--- src/rtl/core/boundary_face_index_codec_top_defines.svh ---
// ----------------------------------------------------------------------------
// Boundary face index codec: assertion macros
// Shared concurrent assertion helpers; defining ASSERT_OFF leaves them empty.
// ----------------------------------------------------------------------------
`ifndef BOUNDARY_FACE_INDEX_CODEC_TOP_DEFINES_SVH
`define BOUNDARY_FACE_INDEX_CODEC_TOP_DEFINES_SVH
`ifndef ASSERT_OFF
// Same-cycle implication.
`define BFIC_ASSERT_IMPL(lbl, clk, rst_n, pre, post) \
    lbl: assert property (@(posedge clk) disable iff (!rst_n) (pre) |-> (post)) \
        else $error("assertion failed");
// Next-cycle implication.
`define BFIC_ASSERT_NEXT(lbl, clk, rst_n, pre, post) \
    lbl: assert property (@(posedge clk) disable iff (!rst_n) (pre) |=> (post)) \
        else $error("assertion failed");
`else
`define BFIC_ASSERT_IMPL(lbl, clk, rst_n, pre, post)
`define BFIC_ASSERT_NEXT(lbl, clk, rst_n, pre, post)
`endif
`endif

--- src/rtl/core/bfic_pkg.sv ---
// ----------------------------------------------------------------------------
// bfic_pkg
// Types, constants and a face lookup function of the boundary face index codec.
// ----------------------------------------------------------------------------
`timescale 1ns / 1ps
`default_nettype none
package bfic_pkg;

    localparam int COARSE_BITS     = 8;
    localparam int MAX_SUBDIVISION = 7;
    localparam int ORD_W           = 3;
    localparam int FINE_W          = COARSE_BITS + MAX_SUBDIVISION;
    localparam int SIZE_W          = 2 * FINE_W;
    localparam int LOCAL_W         = SIZE_W;
    localparam int ID_W            = 33;
    localparam int COORD_W         = 15;
    localparam int FACE_W          = 3;
    localparam int ADDR_W          = 5;
    localparam int DATA_W          = 32;
    localparam int DIV_STEP        = 3;
    localparam int DIV_STAGES      = (FINE_W + DIV_STEP - 1) / DIV_STEP;
    localparam int DIV_BITS        = DIV_STAGES * DIV_STEP;
    localparam int REM_W           = COARSE_BITS + 1;
    localparam int QUEUE_DEPTH     = 2;
    localparam int NUM_FACES_2D    = 4;
    localparam int NUM_FACES_3D    = 6;
    localparam int SETTLE_CYCLES   = 3;

    localparam logic CMD_DECODE = 1'b0;
    localparam logic CMD_ENCODE = 1'b1;

    localparam logic [2:0] REG_THREE_D = 3'd0;
    localparam logic [2:0] REG_COARSE_X = 3'd1;
    localparam logic [2:0] REG_COARSE_Y = 3'd2;
    localparam logic [2:0] REG_COARSE_Z = 3'd3;
    localparam logic [2:0] REG_ORDER = 3'd4;

    typedef logic [1:0] t_axis;
    localparam t_axis AXIS_X = 2'd0;
    localparam t_axis AXIS_Y = 2'd1;
    localparam t_axis AXIS_Z = 2'd2;

    localparam t_axis LHS0_3D [NUM_FACES_3D] = '{AXIS_X, AXIS_Y, AXIS_X, AXIS_Y, AXIS_X, AXIS_X};
    localparam t_axis LHS1_3D [NUM_FACES_3D] = '{AXIS_Z, AXIS_Z, AXIS_Z, AXIS_Z, AXIS_Y, AXIS_Y};
    localparam t_axis LHS2_3D [NUM_FACES_3D] = '{AXIS_Y, AXIS_X, AXIS_Y, AXIS_X, AXIS_Z, AXIS_Z};
    localparam t_axis LHS0_2D [NUM_FACES_2D] = '{AXIS_X, AXIS_Y, AXIS_X, AXIS_Y};
    localparam t_axis LHS1_2D [NUM_FACES_2D] = '{AXIS_Y, AXIS_X, AXIS_Y, AXIS_X};

    typedef struct packed {
        logic               cmd;
        logic [ID_W-1:0]    face_id;
        logic [FACE_W-1:0]  face_sel;
        logic [COORD_W-1:0] along_first;
        logic [COORD_W-1:0] along_second;
    } t_in_item;

    typedef struct packed {
        logic [FACE_W-1:0]  face_out;
        logic [COORD_W-1:0] coord_first;
        logic [COORD_W-1:0] coord_second;
        logic [COORD_W-1:0] cell_x;
        logic [COORD_W-1:0] cell_y;
        logic [COORD_W-1:0] cell_z;
        logic [ID_W-1:0]    linear_id;
        logic               bad_input;
    } t_out_item;

    // Derived grid geometry; the user is to keep it steady while items are in flight, the block does not enforce this.
    typedef struct packed {
        logic                              three_d;
        logic [ORD_W-1:0]                  ord;
        logic [2:0][COARSE_BITS-1:0]       coarse;
        logic [2:0][FINE_W-1:0]            fine;
        logic [NUM_FACES_3D-1:0][ID_W-1:0] off;
        logic [ID_W-1:0]                   total;
    } t_geom;

    // Classified item handed from the front to the back.
    typedef struct packed {
        logic                   is_enc;
        logic                   bad;
        logic [FACE_W-1:0]      face;
        logic [ID_W-1:0]        val;
        logic [COORD_W-1:0]     mult;
        logic [FINE_W-1:0]      s0;
        logic [COARSE_BITS-1:0] div;
    } t_work;

    typedef struct packed {
        logic                   is_enc;
        logic                   bad;
        logic [FACE_W-1:0]      face;
        logic [ID_W-1:0]        val;
        logic [SIZE_W-1:0]      prod;
        logic [LOCAL_W-1:0]     y;
        logic [REM_W-1:0]       rem;
        logic [DIV_BITS-1:0]    quo;
        logic [COARSE_BITS-1:0] div;
    } t_bpipe;

    // Axis that runs along the first in-face coordinate.
    function automatic t_axis face_axis0(input logic three_d, input logic [FACE_W-1:0] face);
        t_axis a;
        a = AXIS_X;
        if (three_d) begin
            if (face < FACE_W'(NUM_FACES_3D)) a = LHS0_3D[face];
        end else if (face < FACE_W'(NUM_FACES_2D)) begin
            a = LHS0_2D[face[1:0]];
        end
        return a;
    endfunction

endpackage
`default_nettype wire

--- src/rtl/core/bfic_geom.sv ---
// ----------------------------------------------------------------------------
// bfic_geom
// Configuration registers, register port and registered grid geometry.
// ----------------------------------------------------------------------------
`timescale 1ns / 1ps
`default_nettype none
module bfic_geom (
    input  wire logic                         i_clk,
    input  wire logic                         i_rst_n,
    input  wire logic                         psel,
    input  wire logic                         penable,
    input  wire logic                         pwrite,
    input  wire logic [bfic_pkg::ADDR_W-1:0]  paddr,
    input  wire logic [bfic_pkg::DATA_W-1:0]  pwdata,
    output logic      [bfic_pkg::DATA_W-1:0]  prdata,
    output logic                              pready,
    output bfic_pkg::t_geom                   o_geom,
    output logic                              o_settling
);
    localparam int CB = bfic_pkg::COARSE_BITS;
    localparam int FW = bfic_pkg::FINE_W;
    localparam int SW = bfic_pkg::SIZE_W;
    localparam int IW = bfic_pkg::ID_W;

    logic                      r_three_d;
    logic [2:0][CB-1:0]        r_coarse;
    logic [bfic_pkg::ORD_W-1:0] r_order;
    logic                      wr_en;
    logic [2:0]                reg_sel;

    logic                      r_g_three_d;
    logic [bfic_pkg::ORD_W-1:0] r_g_ord;
    logic [2:0][CB-1:0]        r_g_coarse;
    logic [2:0][FW-1:0]        r_g_fine;
    logic [SW-1:0]             r_size_a, r_size_b, r_size_c;
    logic [IW-1:0]             r_off1, r_off2, r_off3, r_off4, r_off5, r_total;
    logic [1:0]                r_settle;
    logic [bfic_pkg::ORD_W-1:0] ord_eff;

    assign wr_en   = psel && penable && pwrite;
    assign reg_sel = paddr[bfic_pkg::ADDR_W-1:2];
    assign pready  = 1'b1;

    always_ff @(posedge i_clk) begin
        if (!i_rst_n) begin
            r_three_d <= 1'b1;
            r_coarse  <= {3{CB'(1)}};
            r_order   <= '0;
        end else if (wr_en) begin
            unique case (reg_sel)
                bfic_pkg::REG_THREE_D:  r_three_d   <= pwdata[0];
                bfic_pkg::REG_COARSE_X: r_coarse[0] <= pwdata[CB-1:0];
                bfic_pkg::REG_COARSE_Y: r_coarse[1] <= pwdata[CB-1:0];
                bfic_pkg::REG_COARSE_Z: r_coarse[2] <= pwdata[CB-1:0];
                bfic_pkg::REG_ORDER:    r_order     <= pwdata[bfic_pkg::ORD_W-1:0];
                default: ;
            endcase
        end
    end

    always_comb begin
        prdata = '0;
        unique case (reg_sel)
            bfic_pkg::REG_THREE_D:  prdata = bfic_pkg::DATA_W'(r_three_d);
            bfic_pkg::REG_COARSE_X: prdata = bfic_pkg::DATA_W'(r_coarse[0]);
            bfic_pkg::REG_COARSE_Y: prdata = bfic_pkg::DATA_W'(r_coarse[1]);
            bfic_pkg::REG_COARSE_Z: prdata = bfic_pkg::DATA_W'(r_coarse[2]);
            bfic_pkg::REG_ORDER:    prdata = bfic_pkg::DATA_W'(r_order);
            default: prdata = '0;
        endcase
    end

    assign ord_eff = (32'(r_order) > bfic_pkg::MAX_SUBDIVISION)
                   ? bfic_pkg::ORD_W'(bfic_pkg::MAX_SUBDIVISION) : r_order;

    // Three register stages: fine counts, face sizes, face offsets.
    always_ff @(posedge i_clk) begin
        r_g_three_d <= r_three_d;
        r_g_ord     <= ord_eff;
        for (int a = 0; a < 3; a++) begin
            r_g_coarse[a] <= (r_coarse[a] == '0) ? CB'(1) : r_coarse[a];
            r_g_fine[a]   <= FW'((r_coarse[a] == '0) ? CB'(1) : r_coarse[a]) << ord_eff;
        end
        r_size_a <= r_g_three_d ? SW'(r_g_fine[0] * r_g_fine[2]) : SW'(r_g_fine[0]);
        r_size_b <= r_g_three_d ? SW'(r_g_fine[1] * r_g_fine[2]) : SW'(r_g_fine[1]);
        r_size_c <= r_g_three_d ? SW'(r_g_fine[0] * r_g_fine[1]) : '0;
        r_off1   <= IW'(r_size_a);
        r_off2   <= IW'(r_size_a) + IW'(r_size_b);
        r_off3   <= IW'({r_size_a, 1'b0}) + IW'(r_size_b);
        r_off4   <= IW'({r_size_a, 1'b0}) + IW'({r_size_b, 1'b0});
        r_off5   <= IW'({r_size_a, 1'b0}) + IW'({r_size_b, 1'b0}) + IW'(r_size_c);
        r_total  <= IW'({r_size_a, 1'b0}) + IW'({r_size_b, 1'b0}) + IW'({r_size_c, 1'b0});
    end

    always_ff @(posedge i_clk) begin
        if (!i_rst_n) begin
            r_settle <= 2'(bfic_pkg::SETTLE_CYCLES);
        end else if (wr_en) begin
            r_settle <= 2'(bfic_pkg::SETTLE_CYCLES);
        end else if (r_settle != '0) begin
            r_settle <= r_settle - 2'd1;
        end
    end

    assign o_settling = (r_settle != '0);

    always_comb begin
        o_geom.three_d = r_g_three_d;
        o_geom.ord     = r_g_ord;
        o_geom.coarse  = r_g_coarse;
        o_geom.fine    = r_g_fine;
        o_geom.off     = {r_off5, r_off4, r_off3, r_off2, r_off1, IW'(0)};
        o_geom.total   = r_total;
    end

endmodule
`default_nettype wire

--- src/rtl/core/bfic_front.sv ---
// ----------------------------------------------------------------------------
// bfic_front
// Accepts items, finds the face of a decode id and the offset of an encode.
// ----------------------------------------------------------------------------
`timescale 1ns / 1ps
`default_nettype none
module bfic_front (
    input  wire logic               i_clk,
    input  wire logic               i_rst_n,
    input  wire logic               i_take,
    input  bfic_pkg::t_in_item      i_item,
    input  bfic_pkg::t_geom         i_geom,
    output logic                    o_valid,
    output bfic_pkg::t_work         o_work
);
    localparam int IW = bfic_pkg::ID_W;

    logic                          r_valid;
    bfic_pkg::t_work               r_work;
    bfic_pkg::t_work               n_work;
    logic [bfic_pkg::FACE_W-1:0]   dec_face;
    logic [bfic_pkg::FACE_W-1:0]   nfaces;
    bfic_pkg::t_axis               axis;

    always_comb begin
        dec_face = '0;
        for (int k = 1; k < bfic_pkg::NUM_FACES_3D; k++) begin
            dec_face = dec_face + bfic_pkg::FACE_W'(i_item.face_id >= i_geom.off[k]);
        end
        nfaces = i_geom.three_d ? bfic_pkg::FACE_W'(bfic_pkg::NUM_FACES_3D)
                                : bfic_pkg::FACE_W'(bfic_pkg::NUM_FACES_2D);
        n_work = '0;
        if (i_item.cmd == bfic_pkg::CMD_ENCODE) begin
            axis          = bfic_pkg::face_axis0(i_geom.three_d, i_item.face_sel);
            n_work.is_enc = 1'b1;
            n_work.bad    = (i_item.face_sel >= nfaces);
            n_work.face   = i_item.face_sel;
            n_work.val    = (i_item.face_sel < nfaces)
                          ? i_geom.off[i_item.face_sel] + IW'(i_item.along_first) : '0;
            n_work.mult   = i_geom.three_d ? i_item.along_second : '0;
        end else begin
            axis          = bfic_pkg::face_axis0(i_geom.three_d, dec_face);
            n_work.is_enc = 1'b0;
            n_work.bad    = (i_item.face_id >= i_geom.total);
            n_work.face   = dec_face;
            n_work.val    = IW'(bfic_pkg::LOCAL_W'(i_item.face_id - i_geom.off[dec_face]));
        end
        n_work.s0  = i_geom.fine[axis];
        n_work.div = i_geom.coarse[axis];
    end

    always_ff @(posedge i_clk) begin
        if (!i_rst_n) begin
            r_valid <= 1'b0;
        end else begin
            r_valid <= i_take;
        end
    end

    always_ff @(posedge i_clk) begin
        if (i_take) begin
            r_work <= n_work;
        end
    end

    assign o_valid = r_valid;
    assign o_work  = r_work;

endmodule
`default_nettype wire

--- src/rtl/core/bfic_fifo.sv ---
// ----------------------------------------------------------------------------
// bfic_fifo
// Short queue of classified items between the front and the back.
// ----------------------------------------------------------------------------
`timescale 1ns / 1ps
`default_nettype none
module bfic_fifo (
    input  wire logic          i_clk,
    input  wire logic          i_rst_n,
    input  wire logic          i_push,
    input  bfic_pkg::t_work    i_work,
    input  wire logic          i_pop,
    output logic               o_valid,
    output logic               o_full,
    output bfic_pkg::t_work    o_work
);
    localparam int PTR_W = $clog2(bfic_pkg::QUEUE_DEPTH);
    localparam int CNT_W = PTR_W + 1;

    bfic_pkg::t_work   r_mem [bfic_pkg::QUEUE_DEPTH];
    logic [PTR_W-1:0]  r_wr, r_rd;
    logic [CNT_W-1:0]  r_count;
    logic              do_pop;

    assign do_pop  = i_pop && (r_count != '0);
    assign o_valid = (r_count != '0);
    assign o_full  = (r_count == CNT_W'(bfic_pkg::QUEUE_DEPTH));
    assign o_work  = r_mem[r_rd];

    always_ff @(posedge i_clk) begin
        if (i_push) begin
            r_mem[r_wr] <= i_work;
        end
    end

    always_ff @(posedge i_clk) begin
        if (!i_rst_n) begin
            r_wr    <= '0;
            r_rd    <= '0;
            r_count <= '0;
        end else begin
            if (i_push) begin
                r_wr <= (r_wr == PTR_W'(bfic_pkg::QUEUE_DEPTH - 1)) ? '0 : r_wr + PTR_W'(1);
            end
            if (do_pop) begin
                r_rd <= (r_rd == PTR_W'(bfic_pkg::QUEUE_DEPTH - 1)) ? '0 : r_rd + PTR_W'(1);
            end
            r_count <= r_count + CNT_W'(i_push) - CNT_W'(do_pop);
        end
    end

endmodule
`default_nettype wire

--- src/rtl/core/bfic_back.sv ---
// ----------------------------------------------------------------------------
// bfic_back
// Pipelined division, cell placement and id assembly; one result per cycle.
// ----------------------------------------------------------------------------
`timescale 1ns / 1ps
`default_nettype none
`include "boundary_face_index_codec_top_defines.svh"
module bfic_back (
    input  wire logic              i_clk,
    input  wire logic              i_rst_n,
    input  wire logic              i_valid,
    input  bfic_pkg::t_work        i_work,
    input  bfic_pkg::t_geom        i_geom,
    output logic                   o_done,
    output bfic_pkg::t_out_item    o_result
);
    localparam int NS = bfic_pkg::DIV_STAGES;
    localparam int FW = bfic_pkg::FINE_W;
    localparam int CW = bfic_pkg::COORD_W;
    localparam int RW = bfic_pkg::REM_W;

    logic [NS:0]        r_vld;
    bfic_pkg::t_bpipe   r_pipe [NS+1];
    bfic_pkg::t_bpipe   n_first;
    bfic_pkg::t_bpipe   n_step [NS];
    logic               r_done;
    bfic_pkg::t_out_item r_result;
    bfic_pkg::t_out_item n_result;

    // Entry stage: scale out the power-of-two part of the divisor, multiply encode stride.
    always_comb begin
        n_first        = '0;
        n_first.is_enc = i_work.is_enc;
        n_first.bad    = i_work.bad;
        n_first.face   = i_work.face;
        n_first.val    = i_work.val;
        n_first.div    = i_work.div;
        n_first.prod   = bfic_pkg::SIZE_W'(i_work.mult * i_work.s0);
        n_first.y      = bfic_pkg::LOCAL_W'(i_work.val >> i_geom.ord);
        n_first.rem    = RW'(n_first.y >> bfic_pkg::DIV_BITS);
    end

    // Restoring division, a few quotient bits per stage.
    for (genvar s = 0; s < NS; s++) begin : g_div
        always_comb begin
            n_step[s] = r_pipe[s];
            for (int j = 0; j < bfic_pkg::DIV_STEP; j++) begin
                n_step[s].rem = {n_step[s].rem[RW-2:0],
                                 r_pipe[s].y[bfic_pkg::DIV_BITS - 1 - (s * bfic_pkg::DIV_STEP + j)]};
                if (n_step[s].rem >= {1'b0, r_pipe[s].div}) begin
                    n_step[s].rem = n_step[s].rem - {1'b0, r_pipe[s].div};
                    n_step[s].quo = {n_step[s].quo[bfic_pkg::DIV_BITS-2:0], 1'b1};
                end else begin
                    n_step[s].quo = {n_step[s].quo[bfic_pkg::DIV_BITS-2:0], 1'b0};
                end
            end
        end
    end

    always_ff @(posedge i_clk) begin
        if (!i_rst_n) begin
            r_vld <= '0;
        end else begin
            r_vld <= {r_vld[NS-1:0], i_valid};
        end
    end

    always_ff @(posedge i_clk) begin
        r_pipe[0] <= n_first;
        for (int s = 0; s < NS; s++) begin
            r_pipe[s+1] <= n_step[s];
        end
    end

    // Final stage: rebuild the coordinates and place them on the bordering cell.
    always_comb begin
        logic [FW-1:0]      l0, l1, mask;
        logic [2:0][FW-1:0] pos;
        logic [FW-1:0]      last;
        logic [2:0]         f;
        bfic_pkg::t_bpipe   p;
        p    = r_pipe[NS];
        f    = p.face;
        mask = (FW'(1) << i_geom.ord) - FW'(1);
        l0   = (FW'(p.rem) << i_geom.ord) | (FW'(p.val) & mask);
        l1   = FW'(p.quo);
        pos  = '0;
        last = '0;
        if (f == 3'd1) last = i_geom.fine[bfic_pkg::AXIS_X] - FW'(1);
        if (f == 3'd2) last = i_geom.fine[bfic_pkg::AXIS_Y] - FW'(1);
        if (f == 3'd5) last = i_geom.fine[bfic_pkg::AXIS_Z] - FW'(1);
        if (i_geom.three_d) begin
            if (f < 3'(bfic_pkg::NUM_FACES_3D)) begin
                pos[bfic_pkg::LHS0_3D[f]] = l0;
                pos[bfic_pkg::LHS1_3D[f]] = l1;
                pos[bfic_pkg::LHS2_3D[f]] = last;
            end
        end else if (f < 3'(bfic_pkg::NUM_FACES_2D)) begin
            pos[bfic_pkg::LHS0_2D[f[1:0]]] = l0;
            pos[bfic_pkg::LHS1_2D[f[1:0]]] = last;
        end
        n_result = '0;
        if (p.bad) begin
            n_result.bad_input = 1'b1;
        end else if (p.is_enc) begin
            n_result.linear_id = p.val + bfic_pkg::ID_W'(p.prod);
        end else begin
            n_result.face_out     = f;
            n_result.coord_first  = CW'(l0);
            n_result.coord_second = CW'(l1);
            n_result.cell_x       = CW'(pos[bfic_pkg::AXIS_X]);
            n_result.cell_y       = CW'(pos[bfic_pkg::AXIS_Y]);
            n_result.cell_z       = CW'(pos[bfic_pkg::AXIS_Z]);
        end
    end

    always_ff @(posedge i_clk) begin
        if (!i_rst_n) begin
            r_done <= 1'b0;
        end else begin
            r_done <= r_vld[NS];
        end
    end

    always_ff @(posedge i_clk) begin
        r_result <= n_result;
    end

    assign o_done   = r_done;
    assign o_result = r_result;

    `BFIC_ASSERT_NEXT(a_last_gives_done, i_clk, i_rst_n, r_vld[NS], o_done)
    `BFIC_ASSERT_NEXT(a_no_stray_done, i_clk, i_rst_n, !r_vld[NS], !o_done)
    `BFIC_ASSERT_IMPL(a_bad_clean, i_clk, i_rst_n, o_done && o_result.bad_input, o_result.linear_id == '0 && o_result.face_out == '0 && o_result.cell_x == '0)
    `BFIC_ASSERT_NEXT(a_enc_no_coords, i_clk, i_rst_n, r_vld[NS] && r_pipe[NS].is_enc, o_result.face_out == '0 && o_result.coord_first == '0)

endmodule
`default_nettype wire

--- src/rtl/core/boundary_face_index_codec_top.sv ---
// ----------------------------------------------------------------------------
// boundary_face_index_codec_top
// Numbers the boundary face elements of a 2D or 3D Cartesian fine grid and
// converts between linear face ids and face, in-face and cell coordinates.
// ----------------------------------------------------------------------------
//  channel   | handshake                          | payload
//  ----------+------------------------------------+---------------------------
//  item in   | start, accepted when busy is low   | i_item (bfic_pkg::t_in_item)
//  result    | o_done strobe, one cycle, no stall | o_result (t_out_item)
//  registers | APB write psel/penable/pwrite      | paddr, pwdata, prdata
//
// One item is accepted every clock cycle while busy is low; each result
// passes the front register, the queue, the divider entry stage, the
// DIV_STAGES divider stages and the result register, the pipelined divider
// yielding three quotient bits per stage.
// After reset, and after every register write, busy stays high while the
// face sizes and offsets are recomputed.
// The receiver cannot stall; the front queue therefore never holds more than
// one item, and busy otherwise only reflects a full queue.
// ----------------------------------------------------------------------------
`timescale 1ns / 1ps
`default_nettype none
module boundary_face_index_codec_top (
    input  wire logic                        i_clk,
    input  wire logic                        i_rst_n,
    input  wire logic                        start,
    output logic                             busy,
    input  bfic_pkg::t_in_item               i_item,
    output logic                             o_done,
    output bfic_pkg::t_out_item              o_result,
    input  wire logic                        psel,
    input  wire logic                        penable,
    input  wire logic                        pwrite,
    input  wire logic [bfic_pkg::ADDR_W-1:0] paddr,
    input  wire logic [bfic_pkg::DATA_W-1:0] pwdata,
    output logic      [bfic_pkg::DATA_W-1:0] prdata,
    output logic                             pready
);

    bfic_pkg::t_geom geom;
    logic            settling;
    logic            take;
    logic            front_valid;
    bfic_pkg::t_work front_work;
    logic            q_valid;
    logic            q_full;
    bfic_pkg::t_work q_work;

    // An item is taken when start meets a free queue and settled geometry.
    assign busy = settling || q_full;
    assign take = start && !busy;

    // Configuration registers and the derived face sizes and offsets.
    bfic_geom u_geom (
        .i_clk      (i_clk),
        .i_rst_n    (i_rst_n),
        .psel       (psel),
        .penable    (penable),
        .pwrite     (pwrite),
        .paddr      (paddr),
        .pwdata     (pwdata),
        .prdata     (prdata),
        .pready     (pready),
        .o_geom     (geom),
        .o_settling (settling)
    );

    // Front: classifies the item, picks the face and the local index.
    bfic_front u_front (
        .i_clk   (i_clk),
        .i_rst_n (i_rst_n),
        .i_take  (take),
        .i_item  (i_item),
        .i_geom  (geom),
        .o_valid (front_valid),
        .o_work  (front_work)
    );

    // Queue decoupling the front from the back.
    bfic_fifo u_fifo (
        .i_clk   (i_clk),
        .i_rst_n (i_rst_n),
        .i_push  (front_valid),
        .i_work  (front_work),
        .i_pop   (q_valid),
        .o_valid (q_valid),
        .o_full  (q_full),
        .o_work  (q_work)
    );

    // Back: division by the face stride, cell placement and id assembly.
    bfic_back u_back (
        .i_clk    (i_clk),
        .i_rst_n  (i_rst_n),
        .i_valid  (q_valid),
        .i_work   (q_work),
        .i_geom   (geom),
        .o_done   (o_done),
        .o_result (o_result)
    );

endmodule
`default_nettype wire
--- config.mk ---
export PLATFORM = sky130hd
export DESIGN_NAME = boundary_face_index_codec_top
export DESIGN_NICKNAME = d
export VERILOG_FILES = /design/src/rtl/core/bfic_pkg.sv /design/src/rtl/core/bfic_geom.sv /design/src/rtl/core/bfic_front.sv /design/src/rtl/core/bfic_fifo.sv /design/src/rtl/core/bfic_back.sv /design/src/rtl/core/boundary_face_index_codec_top.sv
export VERILOG_INCLUDE_DIRS = /design/src /design/src/rtl/core
export SDC_FILE = /design/constraint.sdc
export NUM_CORES = 2
export LEC_CHECK = 0
export BUFFER_PORTS_ARGS = -buffer_cell sky130_fd_sc_hd__buf_2
export CAP_MARGIN = 20
export CORE_ASPECT_RATIO = 1.75
export CORE_UTILIZATION = 30
export CTS_BUF_LIST = sky130_fd_sc_hd__clkbuf_16
export DETAILED_ROUTE_END_ITERATION = 10
export PLACE_DENSITY = 0.47
export REMOVE_ABC_BUFFERS = 1
export SETUP_SLACK_MARGIN = 0.2
export SYNTH_ARGS = -nofsm -noshare
export SYNTH_HDL_FRONTEND = slang
export SYNTH_HIERARCHICAL = 1
export SYNTH_SLANG_ARGS = --single-unit
--- constraint.sdc ---
create_clock -name i_clk -period 18.6 [get_ports i_clk]
set_input_delay 2.79 -clock i_clk [delete_from_list [all_inputs] [get_ports i_clk]]
set_output_delay 2.79 -clock i_clk [all_outputs]
set_load 0.05 [all_outputs]
### Yosys cells after proc, flatten, opt, wreduce, memory -nomap -nowiden

Memory sizes are Yosys's and may differ from the RTL's. A register that Yosys moved wholly into a read port is not among the register bits.
Index checks and enable logic that the tools add are counted.

| storage, ports and cells | value |
|---|---|
| register bits after elaboration | 588 |
| RAM bits | 932 |
| bits in read-only memories | 80 |
| input bits | 110 |
| output and inout bits | 147 |
| word-level logic and storage cells | 296 |
| memories kept | 7 |

| cells by class | value |
|---|---|
| add/subtract/negate cells | 36 |
| multiply operators | 4 |
| magnitude comparators | 48 |
| equality and inequality tests | 8 |
| shift operators | 6 |
| multiplexer cells | 102 |
| bitwise logic cells | 12 |
| reductions and logical operators | 26 |

Memories:

| name | words | width | rd ports | clocked after memory_dff | write ports | RTL line | text |
|---|---|---|---|---|---|---|---|
| u_back.r_pipe | 6 | 130 | 6 | 0 | 6 | bfic_back.sv:23 | `bfic_pkg::t_bpipe r_pipe [NS+1];` |
| u_fifo.r_mem | 2 | 76 | 1 | 1 | 1 | bfic_fifo.sv:20 | `bfic_pkg::t_work r_mem [bfic_pkg::QUEUE_DEPTH];` |
| (no name shown) | 8 | 2 | 1 | 0 | 0 | bfic_back.sv:96 | `pos[bfic_pkg::LHS2_3D[f]] = last;` |
| (no name shown) | 8 | 2 | 1 | 0 | 0 | bfic_back.sv:94 | `pos[bfic_pkg::LHS0_3D[f]] = l0;` |
| (no name shown) | 8 | 2 | 1 | 0 | 0 | bfic_pkg.sv:106 | `if (face < FACE_W'(NUM_FACES_3D)) a = LHS0_3D[face];` |
| (no name shown) | 8 | 2 | 1 | 0 | 0 | bfic_pkg.sv:106 |  |
| 1 more memories | n/a | n/a | n/a | n/a | n/a | n/a |  |

Operators by type and width:

| kind | number |
|---|---|
| $bmux 33 s3 | 2 |
| $ge 33x33->1 | 5 |
| $mux 15 | 11 |
| $demux 15 s2 | 5 |
| $bwmux 45 | 3 |
| $ge 9x8->1 | 15 |
| $mux 45 | 3 |
| $mul 15x15->30 | 4 |
| $mux 8 | 14 |
| $and 45x45->45 | 2 |
| $sub 8x8->8 | 10 |
| $add 33x30->33 | 2 |
| $mux 33 | 2 |
| $mux 2 | 26 |
| $mux 9 | 5 |
| $shl 15x3->15 | 3 |
| $sub 15x1->15 const B | 3 |
| $sub 9x8->9 | 5 |
| $pmux 8 s5 | 1 |
| $mux 38 | 1 |
| $add 33x15->33 | 1 |
| $add 33x31->33 | 1 |
| $ge 33x30->1 | 1 |
| $shr 33x3->30 | 1 |
| other kinds (43) | 116 |

### Depth between registers and ports, before layout

| logic depth | value |
|---|---|
| word-level depth | 14 |
| gate-level depth with buffers | 30 |
| mapped depth without buffers | 28 |

### Cells and area by module

Netlist, hierarchy kept.

By module, submodules not included:

| module | times used | cells an instance | area each (um2) | sequential area each (um2) |
|---|---|---|---|---|
| bfic_geom | 1 | 4169 | 38101.5 | 7026.7 |
| bfic_back | 1 | 3218 | 33086.7 | 14133.6 |
| bfic_front | 1 | 1513 | 13564.3 | 2302.2 |
| bfic_fifo | 1 | 259 | 5881.9 | 4664.5 |
| boundary_face_index_codec_top | 1 | 2 | 13.8 | 0.0 |

### Least setup slack after synthesis

OpenSTA, ideal clock, no wires.

| timing | value |
|---|---|
| path type | input -> register |
| start | in i_item[43] (netlist name) |
| end | reg u_front.r_work, in the netlist u_front/o_work[65], data pin |
| setup time | 268 ps |
| arrival time | 8834 ps |
| required time | 18332 ps |
| setup slack | 9498 ps |
| stages on the path | 24 |
| buffers on the path | 2 |
| cells stage by stage | ha_1 -> a21o_1 -> a21o_1 -> a21oi_1 -> nor2_1 -> a211oi_1 -> o31ai_1 -> a31o_2 -> a221oi_1 -> fa_1 -> fa_1 -> clkbuf_1 -> buf_1 -> mux4_2 -> a21oi_1 -> ha_1 -> nor2b_1 -> o2111ai_1 -> a21oi_2 -> o32a_1 -> a21oi_1 -> o311ai_0 -> xnor2_1 -> o22ai_1 |

RTL lines:

| element | RTL line | text |
|---|---|---|
| start: declaration | boundary_face_index_codec_top.sv:28 | `input bfic_pkg::t_in_item i_item,` |
| end signal: assignment | bfic_front.sv:62 | `r_work <= n_work;` |
| end: declaration | bfic_front.sv:19 | `bfic_pkg::t_work r_work;` |

==> results.md <==
* Slew margin rel. at 0.1760
* CP Cell Sequence: buf_2 -> inv_1 -> ha_1 -> nor2b_1 -> nor3_1 -> a211o_1 -> a31oi_1 -> o31ai_1 -> a31o_2 -> a221oi_1 -> fa_1 -> fa_4 -> buf_4 -> mux4_2 -> a21oi_1 -> ha_1 -> and4_1 -> o2111a_1 -> a21oi_1 -> a21oi_1 -> a41oi_1 -> o21ai_0 -> xnor2_1 -> o22ai_1
* Leak at 0.04542 uW
* Pre-Repair DR Iteration Count at 5
* First-pass GRT wire length at 449800 um
* Max clock buf depth at 3
* Hold path depth at 0
* Gpl congestion at 0.9221
* RSZ-0062 raised after global routing: false
* Setup TNS at 0 ns
* Die X at 417.1 um
* Flop2flop setup slack at 9.56 ns
* GRT Util Overall at 0.1988
* P per Cell Area at 100.9 nW/um2
* Reg2reg end: u_front/o_work[66]
* Fill cells at 30710
* CP Max Fanout at 38
* Largest net degree at the start of global routing at 60
* Post-CTS Setup Repair Bufs at 0
* Post-Route WL at 304200 um
* Post-CTS Resized at 0
* Clock H-tree levels at 3
* # Max-Cap Violations at 0
* Number of DRC markers in iteration 0 at 2827
* Commonest non-fill, non-tap cell in the layout: inv_1
* Setup Viol. Count Final at 0
* Layout cell share with drive strength beyond 1 at 0.09612
* Worst-skew pair later-pin latency at 0.81 ns
* Num CTS Buffers at 121
* DRC Markers at 0
* Finished Layout Cells at 13335
* Syn Area/Cell at 9.892 um2
* Worst Hold End: u_back/r_pipe[3][15]
* Req. time, crit path at 19.10 ns
* Peak supply drop at 103.8 uV
* Worst hold path class: flip-flop to flip-flop
* Hold-fix buffers, CTS at 0
* Core footprint at 299900 um2
* Measured slew at the worst slew-check pin at 1.217 ns
* Final hold vios at 0
* Crit-path leading delay family: compound AO/OA/AOI/OAI gates
* Die Y at 728.4 um
* Die footprint at 303800 um2
* Ys Warns at 6
* Period utilisation layout at 0.5829
* Crit path DAT at 11.34 ns
* Number of routed nets with antenna violations at 0
* CP most frequent cell: a21oi_1
* Worst R2R Start: u_geom/r_off2[2]
* Crit path largest cell delay at 1.35 ns
* Row count at 266
* P&R area growth vs syn at 10.02%
* Syn Inst Count at 9145
* Final min period at 10.84 ns
* Hpwl dp at 242700 um
* Number of buffers and inverters on the critical path at 3
* Placed cell count at 13093
* IO Pins at 257
* Routed WL per cell at 22.81 um
* Starting Density at 0.3017
* CTS Root Cell: clkbuf_16
* Via count at 65738
* Vias in the first global route at 71552
* Fmax at 92.24 MHz
* CTS sink cnt at 1283
* CP max-delay cell: fa_4
* Skew final at 0.06089 ns
* CTS tree: done
* CP Launch Type: input port
* Via/cell ratio at 4.930
* Port Buf Inserts at 205
* Post-Synthesis Cell Area at 90460 um2
* Remaining Overflow, GRT at 0
* Final nets at 10892
* Commonest cells after routing, fill and taps aside: inv_1, dfxtp_1, ha_1
* Hold_sp: u_back/r_pipe[2][12]
* Fin. max-slew vios at 0
* Status: completed
* Worst r2r path cells at 24
* Crit. End Element: flip-flop
* Antenna violations before repair at 31
* Worst Setup Path Type: input port to flip-flop
* CTS clk-pin slew, worst paths at 0.07 ns
-- registers in the layout, indices dropped and copies added, names as in the netlist, 30 cells and up, named ones only --
| signal | cells |
|---|---|
| u_geom/o_geom | 61 |
| u_back/o_result | 112 |
| u_geom/r_off5 | 33 |
| u_geom/r_off1 | 30 |
| u_geom/r_size_c | 30 |
| u_geom/r_off3 | 32 |
| u_geom/r_total | 32 |
| u_back/r_pipe | 587 |
| u_geom/r_off2 | 31 |
| u_geom/r_size_b | 30 |
| u_fifo/r_mem | 152 |
| u_front/o_work | 76 |
| u_geom/r_size_a | 30 |
-- area by class of cell --
| cell class | instances | area (um2) | area share |
|---|---|---|---|
| multi-input cells | 6316 | 56190 | 0.5646 |
| flip-flops and latches | 1283 | 27980 | 0.2811 |
| well taps | 4020 | 5030 | 0.05054 |
| inverters | 1180 | 4441 | 0.04462 |
| clock buffers | 126 | 3153 | 0.03168 |
| repair buffers | 294 | 1697 | 0.01705 |
| clock inverters | 102 | 996.0 | 0.01001 |
| diodes | 14 | 35.03 | 0.0003520 |
-- report_power, final --
group / internal [uW] / switching [uW] / total (uW) / leakage (uW)
Sequential: 3150 / 143 / 3300 / 0.0108
Clock: 1400 / 1190 / 2590 / 0.00209
Combinational: 1740 / 2410 / 4160 / 0.0325
Total: 6300 / 3750 / 10000 / 0.0454
-- per-layer routing --
metal | wire length, um | vias to the layer above | GRT usage
met5 | 78 | - | 0
met4 | 23020 | 14 | 0.1330
met3 | 9585 | 797 | 0.02029
met2 | 170800 | 1554 | 0.4007
met1 | 100700 | 32809 | 0.1842
li1 | - | 30564 | -
-- per-stage QoR --
step | hold WS, ns | area [um2] | util | setup slack, ns | total power, uW
floorplan | 0.3096 | 88540 | - | 8.177 | 6357
global placement | 0.3102 | 95340 | 0.3179 | 6.906 | 7470
detailed placement | 0.3121 | 95340 | 0.3179 | 6.954 | 7509
CTS | 0.3135 | 99490 | 0.3318 | 7.782 | 10160
global route | 0.3087 | 99500 | 0.3318 | 7.424 | 10660
finish | 0.3029 | 99520 | 0.3319 | 7.759 | 10040
-- worst max-delay path by stage --
| stage | end | depth (start not counted) | start | slack (ns) |
|---|---|---|---|---|
| floorplan | u_front/o_work[64] | 25 | i_item[43] | 8.18 |
| global placement | u_front/o_work[64] | 24 | i_item[33] | 6.91 |
| detailed placement | u_front/o_work[65] | 24 | i_item[33] | 6.95 |
| CTS | u_front/o_work[65] | 24 | i_item[33] | 7.78 |
| global route | u_front/o_work[65] | 24 | i_item[33] | 7.42 |
| finish | u_front/o_work[66] | 24 | i_item[33] | 7.76 |
Note: power is estimated with default switching activity, not from simulation.
